[src/rtl/cspmd_pkg.sv]
`default_nettype none

package cspmd_pkg;

    // field widths
    localparam int SAMPLE_W = 10;
    localparam int LEVEL_W  = 7;
    localparam int DUTY_W   = 8;
    localparam int CFG_IDX_W  = 3;
    localparam int CFG_DATA_W = 10;

    // configuration register indexes
    localparam logic [CFG_IDX_W-1:0] REG_LEFT_TRIM       = 3'd0;
    localparam logic [CFG_IDX_W-1:0] REG_RIGHT_TRIM      = 3'd1;
    localparam logic [CFG_IDX_W-1:0] REG_START_THRESHOLD = 3'd2;
    localparam logic [CFG_IDX_W-1:0] REG_SENSOR_FLOOR    = 3'd3;
    localparam logic [CFG_IDX_W-1:0] REG_LEVEL_CEILING   = 3'd4;
    localparam logic [CFG_IDX_W-1:0] REG_NEAR_MARGIN     = 3'd5;

    // reset values of the configuration registers
    localparam logic [DUTY_W-1:0]   RST_LEFT_TRIM       = 8'd10;
    localparam logic [DUTY_W-1:0]   RST_RIGHT_TRIM      = 8'd0;
    localparam logic [DUTY_W-1:0]   RST_START_THRESHOLD = 8'd40;
    localparam logic [SAMPLE_W-1:0] RST_SENSOR_FLOOR    = 10'd300;
    localparam logic [LEVEL_W-1:0]  RST_LEVEL_CEILING   = 7'd120;
    localparam logic [DUTY_W-1:0]   RST_NEAR_MARGIN     = 8'd10;

    // input command codes
    localparam logic CMD_TICK   = 1'b0;
    localparam logic CMD_SAMPLE = 1'b1;

    // configuration seen by the datapath
    typedef struct packed {
        logic [DUTY_W-1:0]   left_trim;
        logic [DUTY_W-1:0]   right_trim;
        logic [DUTY_W-1:0]   start_threshold;
        logic [SAMPLE_W-1:0] sensor_floor;
        logic [LEVEL_W-1:0]  level_ceiling;
        logic [DUTY_W-1:0]   near_margin;
    } cfg_t;

endpackage

`default_nettype wire

[src/rtl/cspmd_cfg.sv]
`default_nettype none

module cspmd_cfg
    import cspmd_pkg::*;
(
    input  wire logic                  clk,
    input  wire logic                  rst_n,
    input  wire logic                  cfg_write,
    input  wire logic [CFG_IDX_W-1:0]  cfg_index,
    input  wire logic [CFG_DATA_W-1:0] cfg_data,
    output cfg_t                       cfg
);

    cfg_t cfg_reg;
    cfg_t cfg_next;

    // decode register writes, unknown indexes ignored
    always_comb
    begin
        cfg_next = cfg_reg;
        if (cfg_write)
        begin
            case (cfg_index)
                REG_LEFT_TRIM:       cfg_next.left_trim       = cfg_data[DUTY_W-1:0];
                REG_RIGHT_TRIM:      cfg_next.right_trim      = cfg_data[DUTY_W-1:0];
                REG_START_THRESHOLD: cfg_next.start_threshold = cfg_data[DUTY_W-1:0];
                REG_SENSOR_FLOOR:    cfg_next.sensor_floor    = cfg_data[SAMPLE_W-1:0];
                REG_LEVEL_CEILING:   cfg_next.level_ceiling   = cfg_data[LEVEL_W-1:0];
                REG_NEAR_MARGIN:     cfg_next.near_margin     = cfg_data[DUTY_W-1:0];
                default:             cfg_next = cfg_reg;
            endcase
        end
    end

    always_ff @(posedge clk or negedge rst_n)
    begin
        if (!rst_n)
        begin
            cfg_reg.left_trim       <= RST_LEFT_TRIM;
            cfg_reg.right_trim      <= RST_RIGHT_TRIM;
            cfg_reg.start_threshold <= RST_START_THRESHOLD;
            cfg_reg.sensor_floor    <= RST_SENSOR_FLOOR;
            cfg_reg.level_ceiling   <= RST_LEVEL_CEILING;
            cfg_reg.near_margin     <= RST_NEAR_MARGIN;
        end
        else
        begin
            cfg_reg <= cfg_next;
        end
    end

    assign cfg = cfg_reg;

endmodule

`default_nettype wire

[src/rtl/cspmd_scale.sv]
`default_nettype none

module cspmd_scale
    import cspmd_pkg::*;
(
    input  wire logic [SAMPLE_W-1:0] raw,
    input  wire logic [SAMPLE_W-1:0] sensor_floor,
    input  wire logic [LEVEL_W-1:0]  level_ceiling,
    output logic      [LEVEL_W-1:0]  level
);

    logic [SAMPLE_W-1:0] above;
    logic [SAMPLE_W-3:0] shifted;

    // subtract floor with clamp at zero, drop two bits, cap at ceiling
    always_comb
    begin
        above   = (raw > sensor_floor) ? (raw - sensor_floor) : '0;
        shifted = above[SAMPLE_W-1:2];
        if (shifted > {1'b0, level_ceiling})
            level = level_ceiling;
        else
            level = shifted[LEVEL_W-1:0];
    end

endmodule

`default_nettype wire

[src/rtl/crossed_sensor_pwm_motor_drive_unit.sv]
`default_nettype none

// Two-channel crossed-sensor PWM motor drive.
// Input channel (in_valid / in_stall) carries one item per handshake: either a
// PWM tick (command 0) or a pair of raw 10-bit light samples (command 1).
// Output channel (out_valid / out_stall) returns one item for every input item:
// the left and right motor pin levels and the near indicator after that item.
// An accepted item sits in the input register and is worked into the state and
// result registers once the result register is free, so its result is registered
// behind the input register. One item is accepted every cycle while results are taken.
// When the receiver stalls, the result register holds and the input register
// fills, after which in_stall is raised; no item is lost or repeated.
// Configuration writes (cfg_write, cfg_index, cfg_data) take effect at the
// next clock edge and should be made while no item is in flight.
// Reset (rst_n low, asynchronous) clears the counter, levels, duties and pins,
// empties both stages and loads the default configuration.

module crossed_sensor_pwm_motor_drive_unit
    import cspmd_pkg::*;
(
    input  wire logic                  clk,
    input  wire logic                  rst_n,
    input  wire logic                  cfg_write,
    input  wire logic [CFG_IDX_W-1:0]  cfg_index,
    input  wire logic [CFG_DATA_W-1:0] cfg_data,
    input  wire logic                  in_valid,
    output logic                       in_stall,
    input  wire logic                  command,
    input  wire logic [SAMPLE_W-1:0]   left_sample,
    input  wire logic [SAMPLE_W-1:0]   right_sample,
    output logic                       out_valid,
    input  wire logic                  out_stall,
    output logic                       left_pin,
    output logic                       right_pin,
    output logic                       near_led
);

    cfg_t cfg;

    // input stage
    logic                in_valid_reg;
    logic                command_reg;
    logic [SAMPLE_W-1:0] left_sample_reg;
    logic [SAMPLE_W-1:0] right_sample_reg;

    // output stage and block state
    logic                out_valid_reg;
    logic [DUTY_W-1:0]   tick_counter_reg, tick_counter_next;
    logic [LEVEL_W-1:0]  left_level_reg, left_level_next;
    logic [LEVEL_W-1:0]  right_level_reg, right_level_next;
    logic [DUTY_W-1:0]   left_duty_reg, left_duty_next;
    logic [DUTY_W-1:0]   right_duty_reg, right_duty_next;
    logic                left_out_reg, left_out_next;
    logic                right_out_reg, right_out_next;
    logic                led_out_reg, led_out_next;

    logic                out_load;
    logic                in_load;
    logic [LEVEL_W-1:0]  left_scaled;
    logic [LEVEL_W-1:0]  right_scaled;
    logic [LEVEL_W-1:0]  level_diff;

    cspmd_cfg u_cfg (
        .clk       (clk),
        .rst_n     (rst_n),
        .cfg_write (cfg_write),
        .cfg_index (cfg_index),
        .cfg_data  (cfg_data),
        .cfg       (cfg)
    );

    cspmd_scale u_scale_left (
        .raw           (left_sample_reg),
        .sensor_floor  (cfg.sensor_floor),
        .level_ceiling (cfg.level_ceiling),
        .level         (left_scaled)
    );

    cspmd_scale u_scale_right (
        .raw           (right_sample_reg),
        .sensor_floor  (cfg.sensor_floor),
        .level_ceiling (cfg.level_ceiling),
        .level         (right_scaled)
    );

    // pipeline flow control
    assign out_load = in_valid_reg && (!out_valid_reg || !out_stall);
    assign in_stall = in_valid_reg && !out_load;
    assign in_load  = in_valid && !in_stall;

    // input register
    always_ff @(posedge clk or negedge rst_n)
    begin
        if (!rst_n)
            in_valid_reg <= 1'b0;
        else if (!in_stall)
            in_valid_reg <= in_valid;
    end

    always_ff @(posedge clk)
    begin
        if (in_load)
        begin
            command_reg      <= command;
            left_sample_reg  <= left_sample;
            right_sample_reg <= right_sample;
        end
    end

    // next state for one item
    always_comb
    begin
        tick_counter_next = tick_counter_reg;
        left_level_next   = left_level_reg;
        right_level_next  = right_level_reg;
        left_duty_next    = left_duty_reg;
        right_duty_next   = right_duty_reg;
        left_out_next     = left_out_reg;
        right_out_next    = right_out_reg;
        led_out_next      = led_out_reg;
        level_diff        = (left_scaled > right_scaled) ? (left_scaled - right_scaled)
                                                         : (right_scaled - left_scaled);
        if (command_reg == CMD_SAMPLE)
        begin
            // crossed wiring: left sensor drives right motor
            led_out_next     = ({1'b0, level_diff} < cfg.near_margin);
            right_level_next = left_scaled;
            left_level_next  = right_scaled;
        end
        else
        begin
            tick_counter_next = tick_counter_reg + 1'b1;
            // period start: latch duties and raise each pin whose duty exceeds the start threshold
            if (tick_counter_next == '0)
            begin
                left_duty_next  = {1'b0, left_level_reg} + cfg.left_trim;
                right_duty_next = {1'b0, right_level_reg} + cfg.right_trim;
                if (left_duty_next > cfg.start_threshold)
                    left_out_next = 1'b1;
                if (right_duty_next > cfg.start_threshold)
                    right_out_next = 1'b1;
            end
            // end of high phase
            if (tick_counter_next == left_duty_next)
                left_out_next = 1'b0;
            if (tick_counter_next == right_duty_next)
                right_out_next = 1'b0;
        end
    end

    // state and result registers
    always_ff @(posedge clk or negedge rst_n)
    begin
        if (!rst_n)
        begin
            out_valid_reg    <= 1'b0;
            tick_counter_reg <= '0;
            left_level_reg   <= '0;
            right_level_reg  <= '0;
            left_duty_reg    <= '0;
            right_duty_reg   <= '0;
            left_out_reg     <= 1'b0;
            right_out_reg    <= 1'b0;
            led_out_reg      <= 1'b0;
        end
        else
        begin
            if (!out_valid_reg || !out_stall)
                out_valid_reg <= in_valid_reg;
            if (out_load)
            begin
                tick_counter_reg <= tick_counter_next;
                left_level_reg   <= left_level_next;
                right_level_reg  <= right_level_next;
                left_duty_reg    <= left_duty_next;
                right_duty_reg   <= right_duty_next;
                left_out_reg     <= left_out_next;
                right_out_reg    <= right_out_next;
                led_out_reg      <= led_out_next;
            end
        end
    end

    assign out_valid = out_valid_reg;
    assign left_pin  = left_out_reg;
    assign right_pin = right_out_reg;
    assign near_led  = led_out_reg;

endmodule

`default_nettype wire
[config.mk]
export PLATFORM = sky130hd
export DESIGN_NAME = crossed_sensor_pwm_motor_drive_unit
export DESIGN_NICKNAME = d
export VERILOG_FILES = /design/src/rtl/cspmd_pkg.sv /design/src/rtl/cspmd_cfg.sv /design/src/rtl/cspmd_scale.sv /design/src/rtl/crossed_sensor_pwm_motor_drive_unit.sv
export SDC_FILE = /design/constraint.sdc
export NUM_CORES = 1
export LEC_CHECK = 0
export ABC_AREA = 1
export BUFFER_PORTS_ARGS = -buffer_cell sky130_fd_sc_hd__buf_2
export CELL_PAD_IN_SITES_DETAIL_PLACEMENT = 0
export CELL_PAD_IN_SITES_GLOBAL_PLACEMENT = 1
export CORE_MARGIN = 5
export CORE_UTILIZATION = 50
export DETAILED_ROUTE_END_ITERATION = 7
export PLACE_DENSITY_LB_ADDON = 0.12
export RECOVER_POWER = 100
export SYNTH_ARGS = -nofsm -noshare
export SYNTH_HDL_FRONTEND = slang
export SYNTH_SLANG_ARGS = --single-unit
[constraint.sdc]
create_clock -name clk -period 9.1 [get_ports clk]
set_clock_uncertainty 0.2 [all_clocks]
set_input_delay 2.275 -clock clk [delete_from_list [all_inputs] [get_ports clk]]
set_output_delay 2.275 -clock clk [all_outputs]
set_load 0.01 [all_outputs]
==> flow_summary.ini <==
[run_status]
status = finished, violations left
failing_checks = max-capacitance violations, max-slew violations

[setup_path]
worstSetupPathType = input pin to async pin
crit_path_max_incr_delay_ns = 1.98
worstSetupPathDepth = 2
critPathTopFamily = buffers and inverters
cp-start-kind = input pin
critical_path.cell_chain = clkbuf_1, clkbuf_1
cell_occurring_most_often_along_the_worst_timing_path = clkbuf_1
required_ns = 8.85
worstPathBufferInverterCount = 2
worst-r2r-cell-count = 38
worstPathMaxFanout = 48
crit_path_top_delay_cell = clkbuf_1
worstPathArrival_ns = 6.12
critPathCaptureType = async pin

[clock_tree]
clk-insertion-delay-late_ns = 0.41
tritoncts.num_buffers = 17
postCtsSetupBuffers = 0
clk_transition_reported_paths_ns = 0.05
clock_tree.htree_level_count = 4
cts.path.max_buffers = 2
hold_buffers = 0
cts_tree = done
cts_root_buffer = clkbuf_16
post_cts_resized = 0
cts_num_sinks = 113

[layout]
fin_nets = 1206
antenna-diode-count = 0
largest_register_ffs = 49
area_growth_from_synthesis_to_layout_pct = 11.9
drive_above_1_share_pct = 14.1
finalNonFillerCells = 1315
finalCoreUtilization_pct = 56.8
num-fill-cells = 1533

[sta]
hold_viol = 0
grt_setup_unrepaired = no
setup-tns-final_ns = 0
fin_crit_share_pct = 69.9
slew_violations = 95
timing.fmax_mhz = 157
tightestPinTransition_ns = 2.64
relative_slew_slack_pct = -75.8
setup_violations = 0
holdWs_ns = 0.284
final_period_minus_worst_setup_slack_ns = 6.36

[global_route]
pin_count_of_the_biggest_net_entering_global_routing = 49
grt_antenna_before_repair = 1
via_count_of_the_first_global_routing_pass = 6489
global_route.overflow_total = 0
grt_first_pass_wirelength_mm = 32.7
globalRouteTotalUtil_pct = 22.7

[yosys]
most_repeated_cell_in_the_gate_level_netlist_after_synthesis = nand2_1
postSynthRegisterBits = 113
synth_top_area_cell = dfrtp_1
syn-instance-count = 1039
synth_common_cells = nand2_1, inv_1, o21ai_0
syn-cell-area_um2 = 8070
async_flop_share_pct = 81.4
avgSynthCellArea_um2 = 7.77
synth_flop_cell = dfrtp_1
synthesis.yosys.warnings = 0
synth_seq_area_share_pct = 36.6
netlist_top_cells_area = dfrtp_1, ha_1, nand2_1
synth_edf_count = 21
postSynthNetCount = 1159
synth_cell_types = 53
yosys.area.top_type_share_pct = 24.2

[routing]
postRouteWirelength_mm = 19.8
drt_first_iter_violations = 324
routedWlPerCell_um = 15.0
detail_route.wirelength.met1_mm = 9.34
wl_met3_um = 532
detail_route.vias_per_cell = 5.03
drcViolationCount = 0
highest_layer = met4
vias = 6613
postRouteAntennaNets = 0
drt_pre_antenna_iters = 5
wl_met2_mm = 9.54

[place]
gpl.final_weighted_congestion = 0.903
dpl.cell_count = 1283
detailedPlacementHpwl_mm = 15.6
io_buffer_count = 43

[power]
p_leak_nw = 4.70
comb_power_share_pct = 60.5
power_switching_w = 0.00169
power.share.switching_pct = 47.5
internal_pwr_total_w = 0.00187
power.share.clock_pct = 18.9
p_per_area_nw_per_um2 = 395
vdd_ir_drop_max_uv = 175
power.sequential.fraction_pct = 20.6

[job]
number_of_maximum_capacitance_constraint_violations = 2

[floorplanning]
floorplan.die.width_um = 137
floorplan.initialDensity_pct = 50.8
boundaryPins = 44
core_rows = 46
die_h_um = 137
design.core.area_um2 = 15900
fp.dieArea_um2 = 18800

[hold_path]
whs_path_depth = 2
holdCritPathClass = flop to flop
path summary, 6_finish.rpt:
kind,start,end,slack [ns]
worst max-delay path,rst_n,u_cfg.cfg[27]$_DFFE_PN0P_,2.74
worst min-delay path,u_cfg.cfg[26]$_DFFE_PN0P_,u_cfg.cfg[26]$_DFFE_PN0P_,0.28
worst max register to register,u_cfg.cfg[18]$_DFFE_PN1P_,near_led$_DFFE_PN0P_,2.90
worst min register to register,u_cfg.cfg[26]$_DFFE_PN0P_,u_cfg.cfg[26]$_DFFE_PN0P_,0.28
max in group clk,u_cfg.cfg[18]$_DFFE_PN1P_,near_led$_DFFE_PN0P_,2.90
min in group asynchronous,rst_n,u_cfg.cfg[21]$_DFFE_PN0P_,2.49
layer usage:
layer / vias up / track usage, %
li1: 3466 / -
met1: 3017 / 29.3
met2: 98 / 39.0
met3: 32 / 3.64
met4: 0 / 7.26
met5: - / 0
per-stage QoR:
stage	power, W	cell area [µm²]	setup WS (ns)
detailed placement	0.00292	8480	3.20
CTS	0.00361	9070	3.18
finish	0.00356	9030	2.74
global placement	0.00290	8480	3.24
floorplan	0.00244	8070	3.82
global route	0.00394	9030	1.66
cells by family after synthesis:
group,share of synthesized area (%)
buf+inv,9.13
mux,0.140
xor+xnor,3.13
flops,36.6
simple gates,24.8
compound gates,13.5
fa+ha+maj,12.7
cell type report:
cell class | instances | area (µm²) | share of cell area, %
sequential | 113 | 2950 | 32.7
multi-input combinational | 739 | 4360 | 48.3
clock buffer | 21 | 462 | 5.11
clock inverter | 11 | 130 | 1.44
inverter | 169 | 637 | 7.05
timing repair buffer | 46 | 220 | 2.44
tap | 216 | 270 | 2.99
placed cells by master, fill, tap and decap left out, drive strengths merged, types with 6 or more instances in the layout:
cell and count:
a21o 7, o21ai 123, clkbuf 31, nand3 63
nand4 10, buf 36, o21bai 12, or2 8
edfxtp 21, dfrtp 78, nor3 9, xor2 24
nand2 288, a21oi 37, ha 79, dfstp 14
clkinv 6, nor2 50, inv 170
power groups by stage:
stage,Clock (W),Sequential [W],Combinational [W]
after floorplan,0,0.000720,0.00172
after global placement,0,0.000738,0.00216
after detailed placement,0,0.000741,0.00218
after CTS,0.000683,0.000735,0.00219
after global routing,0.000709,0.000751,0.00248
final,0.000672,0.000734,0.00216
Power figures use the tool's default switching activity.
